$ cat src/rtl/core/skf_pkg.sv
// shared types, constants and microcode table of the scalar kalman filter
// no dependencies
`default_nettype none

package skf_pkg;

  localparam int SAMPLE_WIDTH_DEF    = 16;
  localparam int GUARD_FRAC_BITS_DEF = 16;

  localparam int COV_W  = 24;
  localparam int GAIN_W = 17;
  localparam int CFG_IDX_W = 2;

  localparam logic [COV_W-1:0]  COV_MAX   = 24'hFFFFFF;
  localparam logic [COV_W-1:0]  COV_RESET = 24'd1311;
  localparam logic [COV_W-1:0]  Q_RESET   = 24'd655;
  localparam logic [COV_W-1:0]  R_RESET   = 24'd16384;
  localparam logic [GAIN_W-1:0] GAIN_ONE  = 17'd65536;

  // configuration register indexes
  localparam logic [CFG_IDX_W-1:0] CFG_PROCESS_NOISE     = 2'd0;
  localparam logic [CFG_IDX_W-1:0] CFG_MEASUREMENT_NOISE = 2'd1;

  typedef logic [3:0] step_t;

  localparam step_t STEP_IDLE     = 4'd0;
  localparam step_t STEP_MUL_P    = 4'd1;
  localparam step_t STEP_WAIT_MP  = 4'd2;
  localparam step_t STEP_UPD_P    = 4'd3;
  localparam step_t STEP_DIV      = 4'd4;
  localparam step_t STEP_WAIT_DIV = 4'd5;
  localparam step_t STEP_UPD_K    = 4'd6;
  localparam step_t STEP_MUL_E    = 4'd7;
  localparam step_t STEP_WAIT_ME  = 4'd8;
  localparam step_t STEP_UPD_E    = 4'd9;

  typedef enum logic [2:0] {
    ACT_NONE,
    ACT_LATCH,
    ACT_MUL_P,
    ACT_UPD_P,
    ACT_DIV,
    ACT_UPD_K,
    ACT_MUL_E,
    ACT_UPD_E
  } act_e;

  typedef enum logic [2:0] {
    CND_ALWAYS,
    CND_IN,
    CND_MUL,
    CND_DIV,
    CND_OUT
  } cnd_e;

  typedef struct packed {
    act_e  act;
    cnd_e  cnd;
    step_t jump;
  } uword_t;

  typedef struct packed {
    logic in_valid;
    logic mul_busy;
    logic div_busy;
    logic out_full;
  } seq_status_t;

  typedef struct packed {
    act_e act;
    logic fire;
    logic idle;
  } seq_ctrl_t;

  // program: the step waits until its condition holds, then acts and jumps
  function automatic uword_t urom(step_t s);
    uword_t w;
    unique case (s)
      STEP_IDLE:     w = '{act: ACT_LATCH, cnd: CND_IN,     jump: STEP_MUL_P};
      STEP_MUL_P:    w = '{act: ACT_MUL_P, cnd: CND_ALWAYS, jump: STEP_WAIT_MP};
      STEP_WAIT_MP:  w = '{act: ACT_NONE,  cnd: CND_MUL,    jump: STEP_UPD_P};
      STEP_UPD_P:    w = '{act: ACT_UPD_P, cnd: CND_ALWAYS, jump: STEP_DIV};
      STEP_DIV:      w = '{act: ACT_DIV,   cnd: CND_ALWAYS, jump: STEP_WAIT_DIV};
      STEP_WAIT_DIV: w = '{act: ACT_NONE,  cnd: CND_DIV,    jump: STEP_UPD_K};
      STEP_UPD_K:    w = '{act: ACT_UPD_K, cnd: CND_ALWAYS, jump: STEP_MUL_E};
      STEP_MUL_E:    w = '{act: ACT_MUL_E, cnd: CND_ALWAYS, jump: STEP_WAIT_ME};
      STEP_WAIT_ME:  w = '{act: ACT_NONE,  cnd: CND_MUL,    jump: STEP_UPD_E};
      STEP_UPD_E:    w = '{act: ACT_UPD_E, cnd: CND_OUT,    jump: STEP_IDLE};
      default:       w = '{act: ACT_NONE,  cnd: CND_ALWAYS, jump: STEP_IDLE};
    endcase
    return w;
  endfunction

endpackage

`default_nettype wire

$ cat src/rtl/core/skf_mul.sv
// shift-add multiplier: unsigned gain-width operand times signed operand, one bit per cycle
// depends on skf_pkg
`default_nettype none

module skf_mul #(
  parameter int BW = 25
) (
  input  wire logic                                  clk_i,
  input  wire logic                                  rst_ni,
  input  wire logic                                  start_i,
  input  wire logic        [skf_pkg::GAIN_W-1:0]     a_i,
  input  wire logic signed [BW-1:0]                  b_i,
  output logic                                       busy_o,
  output logic signed      [BW+skf_pkg::GAIN_W-1:0]  prod_o
);

  localparam int AW   = skf_pkg::GAIN_W;
  localparam int PW   = BW + AW;
  localparam int CntW = $clog2(AW + 1);

  logic [CntW-1:0]        cnt_q;
  logic [AW-1:0]          a_q;
  logic signed [BW-1:0]   b_q;
  logic signed [PW-1:0]   acc_q;
  logic signed [PW-1:0]   addend;

  assign busy_o = (cnt_q != '0);
  assign prod_o = acc_q;
  assign addend = a_q[AW-1] ? PW'(b_q) : '0;

  always_ff @(posedge clk_i or negedge rst_ni) begin
    if (!rst_ni) begin
      cnt_q <= '0;
    end else if (start_i) begin
      cnt_q <= CntW'(AW);
    end else if (busy_o) begin
      cnt_q <= cnt_q - 1'b1;
    end
  end

  // msb first: double the partial sum and add the multiplicand where the bit is set
  always_ff @(posedge clk_i) begin
    if (start_i) begin
      acc_q <= '0;
      a_q   <= a_i;
      b_q   <= b_i;
    end else if (busy_o) begin
      acc_q <= (acc_q <<< 1) + addend;
      a_q   <= a_q << 1;
    end
  end

endmodule

`default_nettype wire

$ cat src/rtl/core/skf_div.sv
// restoring divider for the gain: quotient of (num << 16) by den, one bit per cycle
// depends on skf_pkg; valid for num <= den
`default_nettype none

module skf_div (
  input  wire logic                          clk_i,
  input  wire logic                          rst_ni,
  input  wire logic                          start_i,
  input  wire logic [skf_pkg::COV_W-1:0]     num_i,
  input  wire logic [skf_pkg::COV_W:0]       den_i,
  output logic                               busy_o,
  output logic      [skf_pkg::GAIN_W-1:0]    quot_o
);

  localparam int CW   = skf_pkg::COV_W;
  localparam int QW   = skf_pkg::GAIN_W;
  localparam int CntW = $clog2(QW + 1);

  logic [CntW-1:0] cnt_q;
  logic [CW:0]     rem_q;
  logic [CW:0]     den_q;
  logic [QW-1:0]   nb_q;
  logic [QW-1:0]   quot_q;
  logic [CW+1:0]   trial;
  logic [CW+1:0]   trial_sub;
  logic            ge;

  assign busy_o    = (cnt_q != '0);
  assign quot_o    = quot_q;
  assign trial     = {rem_q, nb_q[QW-1]};
  assign ge        = (trial >= {1'b0, den_q});
  assign trial_sub = trial - {1'b0, den_q};

  always_ff @(posedge clk_i or negedge rst_ni) begin
    if (!rst_ni) begin
      cnt_q <= '0;
    end else if (start_i) begin
      cnt_q <= CntW'(QW);
    end else if (busy_o) begin
      cnt_q <= cnt_q - 1'b1;
    end
  end

  // the top bits of the shifted numerator start in the remainder, the rest feed in serially
  always_ff @(posedge clk_i) begin
    if (start_i) begin
      rem_q  <= (CW+1)'(num_i[CW-1:1]);
      nb_q   <= {num_i[0], {(QW-1){1'b0}}};
      den_q  <= den_i;
      quot_q <= '0;
    end else if (busy_o) begin
      rem_q  <= ge ? trial_sub[CW:0] : trial[CW:0];
      nb_q   <= nb_q << 1;
      quot_q <= {quot_q[QW-2:0], ge};
    end
  end

endmodule

`default_nettype wire

$ cat src/rtl/core/skf_seq.sv
// microcode sequencer: step counter over the program table with conditional jumps
// depends on skf_pkg
`default_nettype none

module skf_seq (
  input  wire logic                 clk_i,
  input  wire logic                 rst_ni,
  input  wire skf_pkg::seq_status_t status_i,
  output skf_pkg::seq_ctrl_t        ctrl_o
);

  skf_pkg::step_t  step_q, step_d;
  skf_pkg::uword_t uw;
  logic            cond_met;

  assign uw = skf_pkg::urom(step_q);

  always_comb begin
    unique case (uw.cnd)
      skf_pkg::CND_ALWAYS: cond_met = 1'b1;
      skf_pkg::CND_IN:     cond_met = status_i.in_valid;
      skf_pkg::CND_MUL:    cond_met = !status_i.mul_busy;
      skf_pkg::CND_DIV:    cond_met = !status_i.div_busy;
      skf_pkg::CND_OUT:    cond_met = !status_i.out_full;
      default:             cond_met = 1'b0;
    endcase
  end

  assign step_d = cond_met ? uw.jump : step_q;

  always_ff @(posedge clk_i or negedge rst_ni) begin
    if (!rst_ni) begin
      step_q <= skf_pkg::STEP_IDLE;
    end else begin
      step_q <= step_d;
    end
  end

  assign ctrl_o.act  = uw.act;
  assign ctrl_o.fire = cond_met;
  assign ctrl_o.idle = (step_q == skf_pkg::STEP_IDLE);

endmodule

`default_nettype wire

$ cat src/rtl/core/scalar_kalman_filter_unit.sv
// top level of the scalar kalman filter: datapath registers, config registers, output register
// depends on skf_pkg, skf_seq, skf_mul, skf_div
//
//  channel   signals                                     direction
//  input     in_valid_i, in_stall_o, sample_i            in
//  output    out_valid_o, out_stall_i, estimate_o, gain_o out
//  config    cfg_valid_i, cfg_ready_o, cfg_index_i,      in
//            cfg_data_i
//
// a sample is worked on from acceptance until its result is written to the output register, and the
// next sample can be taken the cycle after; no new sample is taken while one is worked on. The work is
// three passes through the serial units (two multiplies and the gain division) plus the program steps.
// reset sets covariance, gain and estimate at once; there is no clearing pass.
// a result waits in the output register while stalled; the next sample is still accepted
// and worked on, and only its final write step waits for the register to drain.
`default_nettype none

module scalar_kalman_filter_unit #(
  parameter int SAMPLE_WIDTH    = skf_pkg::SAMPLE_WIDTH_DEF,
  parameter int GUARD_FRAC_BITS = skf_pkg::GUARD_FRAC_BITS_DEF
) (
  input  wire logic                                 clk_i,
  input  wire logic                                 rst_ni,
  input  wire logic                                 in_valid_i,
  output logic                                      in_stall_o,
  input  wire logic signed [SAMPLE_WIDTH-1:0]       sample_i,
  output logic                                      out_valid_o,
  input  wire logic                                 out_stall_i,
  output logic signed      [SAMPLE_WIDTH-1:0]       estimate_o,
  output logic             [skf_pkg::GAIN_W-1:0]    gain_o,
  input  wire logic                                 cfg_valid_i,
  output logic                                      cfg_ready_o,
  input  wire logic        [skf_pkg::CFG_IDX_W-1:0] cfg_index_i,
  input  wire logic        [skf_pkg::COV_W-1:0]     cfg_data_i
);

  localparam int CW    = skf_pkg::COV_W;
  localparam int GW    = skf_pkg::GAIN_W;
  localparam int EstW  = SAMPLE_WIDTH + GUARD_FRAC_BITS;
  localparam int DiffW = EstW + 1;
  localparam int MulBw = (DiffW > CW + 1) ? DiffW : CW + 1;
  localparam int ProdW = MulBw + GW;

  skf_pkg::seq_status_t status;
  skf_pkg::seq_ctrl_t   ctrl;

  logic [CW-1:0]               q_q;
  logic [CW-1:0]               r_q;
  logic [CW-1:0]               plast_q;
  logic [GW-1:0]               k_q;
  logic signed [EstW-1:0]      est_q;
  logic signed [SAMPLE_WIDTH-1:0] sample_q;
  logic                        out_valid_q;
  logic signed [SAMPLE_WIDTH-1:0] estimate_q;
  logic [GW-1:0]               gain_q;

  logic                        mul_start;
  logic [GW-1:0]               mul_a;
  logic signed [MulBw-1:0]     mul_b;
  logic                        mul_busy;
  logic signed [ProdW-1:0]     prod;
  logic                        div_start;
  logic                        div_busy;
  logic [GW-1:0]               quot;

  logic [CW:0]                 den;
  logic [CW+1:0]               p_sum;
  logic [CW-1:0]               p_sat;
  logic [GW-1:0]               k_new;
  logic signed [DiffW-1:0]     x_ext;
  logic signed [DiffW-1:0]     diff;
  logic signed [EstW-1:0]      est_d;

  assign status.in_valid = in_valid_i;
  assign status.mul_busy = mul_busy;
  assign status.div_busy = div_busy;
  assign status.out_full = out_valid_q && out_stall_i;

  skf_seq u_seq (
    .clk_i    (clk_i),
    .rst_ni   (rst_ni),
    .status_i (status),
    .ctrl_o   (ctrl)
  );

  assign in_stall_o = !ctrl.idle;
  assign cfg_ready_o = 1'b1;

  // covariance update: ((1 - K) * Plast >> 16) + Q, saturated
  assign p_sum = (CW+2)'(prod[CW+16:16]) + (CW+2)'(q_q);
  assign p_sat = (p_sum > (CW+2)'(skf_pkg::COV_MAX)) ? skf_pkg::COV_MAX : p_sum[CW-1:0];
  assign den   = (CW+1)'(plast_q) + (CW+1)'(r_q);

  // gain is zero when P + R is zero
  always_comb begin
    if (den == '0) begin
      k_new = '0;
    end else if (quot > skf_pkg::GAIN_ONE) begin
      k_new = skf_pkg::GAIN_ONE;
    end else begin
      k_new = quot;
    end
  end

  assign x_ext = DiffW'(sample_q) <<< GUARD_FRAC_BITS;
  assign diff  = x_ext - DiffW'(est_q);
  assign est_d = est_q + prod[EstW+15:16];

  assign mul_start = ctrl.fire &&
                     (ctrl.act == skf_pkg::ACT_MUL_P || ctrl.act == skf_pkg::ACT_MUL_E);
  assign mul_a     = (ctrl.act == skf_pkg::ACT_MUL_P) ? (skf_pkg::GAIN_ONE - k_q) : k_q;
  assign mul_b     = (ctrl.act == skf_pkg::ACT_MUL_P) ? MulBw'($signed({1'b0, plast_q}))
                                                       : MulBw'(diff);
  assign div_start = ctrl.fire && (ctrl.act == skf_pkg::ACT_DIV);

  skf_mul #(
    .BW (MulBw)
  ) u_mul (
    .clk_i   (clk_i),
    .rst_ni  (rst_ni),
    .start_i (mul_start),
    .a_i     (mul_a),
    .b_i     (mul_b),
    .busy_o  (mul_busy),
    .prod_o  (prod)
  );

  skf_div u_div (
    .clk_i   (clk_i),
    .rst_ni  (rst_ni),
    .start_i (div_start),
    .num_i   (plast_q),
    .den_i   (den),
    .busy_o  (div_busy),
    .quot_o  (quot)
  );

  always_ff @(posedge clk_i or negedge rst_ni) begin
    if (!rst_ni) begin
      q_q <= skf_pkg::Q_RESET;
      r_q <= skf_pkg::R_RESET;
    end else if (cfg_valid_i && cfg_ready_o) begin
      case (cfg_index_i)
        skf_pkg::CFG_PROCESS_NOISE:     q_q <= cfg_data_i;
        skf_pkg::CFG_MEASUREMENT_NOISE: r_q <= cfg_data_i;
        default: ;
      endcase
    end
  end

  always_ff @(posedge clk_i or negedge rst_ni) begin
    if (!rst_ni) begin
      plast_q <= skf_pkg::COV_RESET;
      k_q     <= '0;
      est_q   <= '0;
    end else if (ctrl.fire) begin
      unique case (ctrl.act)
        skf_pkg::ACT_UPD_P: plast_q <= p_sat;
        skf_pkg::ACT_UPD_K: k_q     <= k_new;
        skf_pkg::ACT_UPD_E: est_q   <= est_d;
        default: ;
      endcase
    end
  end

  always_ff @(posedge clk_i) begin
    if (ctrl.fire && ctrl.act == skf_pkg::ACT_LATCH) begin
      sample_q <= sample_i;
    end
  end

  // output register, loaded only once the previous transaction has drained
  always_ff @(posedge clk_i or negedge rst_ni) begin
    if (!rst_ni) begin
      out_valid_q <= 1'b0;
    end else if (ctrl.fire && ctrl.act == skf_pkg::ACT_UPD_E) begin
      out_valid_q <= 1'b1;
    end else if (!out_stall_i) begin
      out_valid_q <= 1'b0;
    end
  end

  always_ff @(posedge clk_i) begin
    if (ctrl.fire && ctrl.act == skf_pkg::ACT_UPD_E) begin
      estimate_q <= est_d[EstW-1:GUARD_FRAC_BITS];
      gain_q     <= k_q;
    end
  end

  assign out_valid_o = out_valid_q;
  assign estimate_o  = estimate_q;
  assign gain_o      = gain_q;

endmodule

`default_nettype wire

$ cat config.mk
export PLATFORM = sky130hd
export DESIGN_NAME = scalar_kalman_filter_unit
export DESIGN_NICKNAME = d
export VERILOG_FILES = /design/src/rtl/core/skf_pkg.sv /design/src/rtl/core/skf_mul.sv /design/src/rtl/core/skf_div.sv /design/src/rtl/core/skf_seq.sv /design/src/rtl/core/scalar_kalman_filter_unit.sv
export SDC_FILE = /design/constraint.sdc
export NUM_CORES = 1
export LEC_CHECK = 0
export ABC_AREA = 1
export BUFFER_PORTS_ARGS = -buffer_cell sky130_fd_sc_hd__buf_2
export CAP_MARGIN = 20
export CORE_MARGIN = 2
export CORE_UTILIZATION = 38
export DETAILED_ROUTE_END_ITERATION = 8
export SKIP_LAST_GASP = 1
export SYNTH_ARGS = -nofsm -noshare
export SYNTH_HDL_FRONTEND = slang
export SYNTH_HIERARCHICAL = 1
export SYNTH_SLANG_ARGS = --single-unit
$ cat constraint.sdc
create_clock -name clk_i -period 6.6 [get_ports clk_i]
set_input_delay 0.33 -clock clk_i [delete_from_list [all_inputs] [get_ports clk_i]]
set_output_delay 0.33 -clock clk_i [all_outputs]
set_load 0.01 [all_outputs]
== Word level (Yosys, flattened, before mapping) ==
Memories as Yosys holds them, arrays and structs flattened.
Index checks and enable logic that the tools add are counted.
Storage, ports and cells
  bits of input ports: 47
  register bits: 351
  memories: 1
  logic and storage cells: 90
  ROM bits: 160
Operators by class
  add/sub/neg operators: 9
  equality and inequality tests: 13
  mux-type cells: 20
  order comparisons: 3
  reductions and logical operators: 23
Memories
  (name not given): depth 16, bits a word 10, rd ports 1, clocked after memory_dff 0, write ports 0, RTL line skf_pkg.sv:78  | unique case (s)
Operators with widths (number)
  $mux 17: 7
  $add 48x48->48: 1
  $mux 24: 2
  $mux 48: 1
  $mux 23: 2
  $sub 32x32->33: 1
  $add 32x32->32: 1
  $add 25x24->26: 1
  $ge 26x25->1: 1
  $gt 26x24->1 const B: 1
  $add 24x24->25: 1
  $logic_not 25->1: 1
  $mux 25: 1
  $sub 25x25->25: 1
  $mux 5: 4
  $gt 17x17->1 const B: 1
  $sub 17x17->17 const A: 1
  $eq 3x3->1 const B: 5
  $eq 3x2->1 const B: 4
  $reduce_and 2->1: 5
  $reduce_bool 5->1: 2
  $sub 5x1->5 const B: 2
  $eq 3x1->1 const B: 2
  $logic_and 1x1->1: 5
  other kinds (10): 15

== Logic depth before layout (Yosys ltp) ==
  depth after elaboration: 5
  gate-level depth with buffers: 20
  gate-level depth less buffers: 18

== Modules after synthesis ==
Netlist, hierarchy kept.
By module, submodules not included
  scalar_kalman_filter_unit: cells each 1945, area each 13457.9 µm², times used 1, seq. area each 4541.9 µm²
  skf_mul: cells each 1210, area each 7664.9 µm², times used 1, seq. area each 2627.5 µm²
  skf_div: cells each 634, area each 4768.3 µm², times used 1, seq. area each 1976.9 µm²
  skf_seq: cells each 68, area each 523.0 µm², times used 1, seq. area each 100.1 µm²

== Least setup slack after synthesis ==
OpenSTA, ideal clock, no wires.
  path type: register -> register
  start point: reg u_div.cnt_q[0]
  end point: reg u_mul.a_q[0] (enable)
  cell stages (with the launch flop): 17
  path buffers: 4
  arrival: 4763 ps
  required time: 6226 ps
  clock period less this slack: 5137 ps
  library setup time: 374 ps
  setup slack: 1463 ps
  cell sequence: dfrtp_1 > inv_1 > ha_1 > nand3_1 > clkbuf_1 > clkbuf_1 > inv_1 > nand2_2 > nand3_4 > nand2_4 > inv_2 > buf_4 > inv_1 > nor3_1 > clkbuf_1 > nor2_1 > inv_1
Between the ends
  cells in the longest elaborated chain, start to end: 5
Ends and longest elaborated chain
  start: declaration: RTL line skf_div.sv:19  | logic [CntW-1:0] cnt_q;
  start signal: assignment: RTL line skf_div.sv:38  | cnt_q <= CntW'(QW);
  start signal: assignment: RTL line skf_div.sv:40  | cnt_q <= cnt_q - 1'b1;
  $reduce_bool 5->1: RTL line skf_div.sv:28  | assign busy_o = (cnt_q != '0);
  named net div_busy: RTL line scalar_kalman_filter_unit.sv:63  | logic div_busy;
  $logic_not 1->1: RTL line skf_seq.sv:23  | skf_pkg::CND_DIV: cond_met = !status_i.div_busy;
  $pmux 1 s5: RTL line skf_seq.sv:19  | unique case (uw.cnd)
  named net u_seq.cond_met: RTL line skf_seq.sv:14  | logic cond_met;
  $logic_and 1x1->1: RTL line scalar_kalman_filter_unit.sv:109  | assign mul_start = ctrl.fire &&
  named net mul_start: RTL line scalar_kalman_filter_unit.sv:57  | logic mul_start;
  $reduce_bool 2->1 (no line)
  end signal: assignment: RTL line skf_mul.sv:45  | a_q <= a_i;
  end signal: assignment: RTL line skf_mul.sv:49  | a_q <= a_q << 1;
  end: declaration: RTL line skf_mul.sv:22  | logic [AW-1:0] a_q;
The timed path passes the listed nets, and every way through them passes these cells.
A chain may end at the register's enable or synchronous reset.

==> out/qor.txt <==
Mapped Area - 26200 µm²
Critical Path RT - 6910 ps
First-pass GRT wire length - 121000 µm
Hpwl dp - 60000 µm
Nets - 4108
Pwr dens - 593 nW/µm²
Reg2reg start - u_div/cnt_q[0]$_DFFE_PN0P_
Mean routed wirelength per cell - 15.9 µm
Clk buf depth - 3
Setup TNS Final - 0 ps
Congestion Overflow GR - 0
Largest net degree at the start of global routing - 76
Initial Util - 38.3%
CTS Root Cell - clkbuf_16
Post-layout util - 42.7%
Starting DRT DRC Count - 1895
Min Clock Period, post-route - 4330 ps
Final setup fails - 0
Share of total power in combinational logic - 59.8%
Worst IR drop on VDD - 276 µV
Critical Path AT - 4640 ps
Setup Skew - 21.3 ps
Hold Crit Endpoint - q_q[9]$_DFFE_PN1P_
Worst hold path class - in -> reg
Input/output buffers - 81
P_leak - 14.9 nW
# rows - 96
Via-to-Cell Ratio - 4.95
Reg2Reg Depth - 15
Die width - 266 µm
Routability cong. - 0.945
H-tree depth - 2
Clk pin slew, worst setup/hold paths - 60 ps
Switch share - 50.3%
Worst-path maximum fanout - 62
Clock sinks - 351
Crit path launch type - flip-flop
Hold depth - 3
NetSw - 8.70 mW
Internal power - 8.60 mW
Worst Hold Launch - cfg_data_i[9]
Setup CP Type - reg -> reg
Post-Syn Instances - 3813
# IOs - 83
# diodes - 0
Hold Fails Final Rpt - 0
Total iterations of the first detailed-routing run - 5
Post-Syn Nets - 4028
Core area - 68300 µm²
Reg power frac - 26.3%
RSZ-0062 raised after global routing - false
Tot GR Track Use - 21.6%
Number of global-route vias before repair - 22100
Status - finished, final reports clean
Wirelength, routed - 76600 µm
Ys Warns - 6
CTS buffer count - 42
Endpoint type of the worst setup path - flip-flop
Hold Buf Count CTS - 18
Layout cells sized above 1 - 8.89%
Critical Path Start - u_div/cnt_q[0]$_DFFE_PN0P_
Power share of the clock group - 14.0%
Area added between synthesis and finish - 11.4%
Worst slew margin - 28.5%
Initial antenna violation count - 1
Max-slew violation count - 0
Chip Height - 266 µm
# DRC - 0
Post-CTS Resized - 0
Max Cap Violations - 0
Mean Syn Cell Area - 6.87 µm²
Period utilization - 65.6%
RR Endpoint - u_div/rem_q[3]$_DFFE_PP_
Reg2reg setup slack - 2270 ps
ANT nets after route - 0
Achievable frequency - 231 MHz
Clock Latency Late Sink - 570 ps
Via count - 23800
Die ar. - 71000 µm²
Worst Tran Pin Value - 1070 ps
CTS tree - built
Post-CTS setup buffer count - 0
==> worst max-delay path: stages, from the launching register on <==
cell,delay (ps)
dfrtp_1,350
inv_1,150
ha_1,190
nand3_1,660
inv_1,260
nand2_2,90
nand3_4,90
nand2_4,70
inv_2,70
nand2_1,100
nor3_2,160
buf_4,560
clkinv_1,720
buf_16,380
o211ai_1,120
nand2_1,80
==> worst max path at each step <==
stage	to	slack, ps	depth (start not counted)
2_1_floorplan	u_mul/a_q[0]$_SDFFCE_PN0P_	1460	16
3_3_place_gp	u_div/rem_q[2]$_DFFE_PP_	1960	14
3_5_place_dp	u_div/rem_q[3]$_DFFE_PP_	1880	14
4_1_cts	u_div/rem_q[3]$_DFFE_PP_	1870	14
5_1_grt	u_div/rem_q[3]$_DFFE_PP_	1880	15
6_report	u_div/rem_q[3]$_DFFE_PP_	2270	15
==> area by class of cell <==
cell class | instances | area (µm²)
fill | 7086 | 39200
clock inverter | 17 | 161
clock buffer | 61 | 1300
timing repair buffer | 118 | 787
tap | 882 | 1100
multi-input combinational | 2775 | 14300
sequential | 351 | 9210
inverter | 605 | 2270
==> per-stage QoR <==
stage	instance area, µm²	worst slack [ps]	hold slack [ps]	power, mW	std cells
2_1_floorplan	26200	1460	34.4	12.0	3813
3_3_place_gp	27400	1960	369	14.7	4710
3_5_place_dp	27400	1880	364	14.8	4710
4_1_cts	29100	1870	0.240	17.3	4806
5_1_grt	29200	1880	17.1	19.0	4809
6_report	29200	2270	25.6	17.3	4809
==> per-layer routing <==
layer	vias up	share of wire, %	wire, µm	track usage (%)
met2	584	45	34600	35.6
met3	108	4.7	3620	2.14
met1	10800	47	36100	29.9
met5	-	0	0	0
met4	0	3.1	2350	6.67
li1	12300	-	-	-
==> registers in the layout, indices dropped and copies added, names as in the netlist, 24 cells and up <==
register,count
est_q,32
plast_q,24
q_q,24
r_q,24
u_div/den_q,25
u_div/rem_q,25
u_mul/b_q,33
u_mul/prod_o,48
==> cell usage in the layout, fill, tap and decap left out, types with 18 or more instances in the layout <==
cell,instances
a21oi_1,193
buf_2,80
clkbuf_16,47
dfrtp_1,122
dfxtp_1,67
dlygate4sd3_1,18
edfxtp_1,148
ha_1,163
inv_1,563
inv_2,32
nand2_1,1218
nand2_2,36
nand3_1,185
nand4_1,37
nor2_1,366
nor2_2,25
nor3_1,23
o21ai_0,206
or2_2,26
xnor2_1,38
xor2_1,45
==> power by group through the flow <==
stage                     logic, mW  registers (mW)  clock network (mW)
after floorplan                7.95            4.09                   0
after global placement         10.1            4.57                   0
after detailed placement       10.2            4.58                   0
after CTS                      10.3            4.55                2.47
after global routing           11.8            4.64                2.56
final                          10.3            4.55                2.42
(Power assumes the default switching activity.)
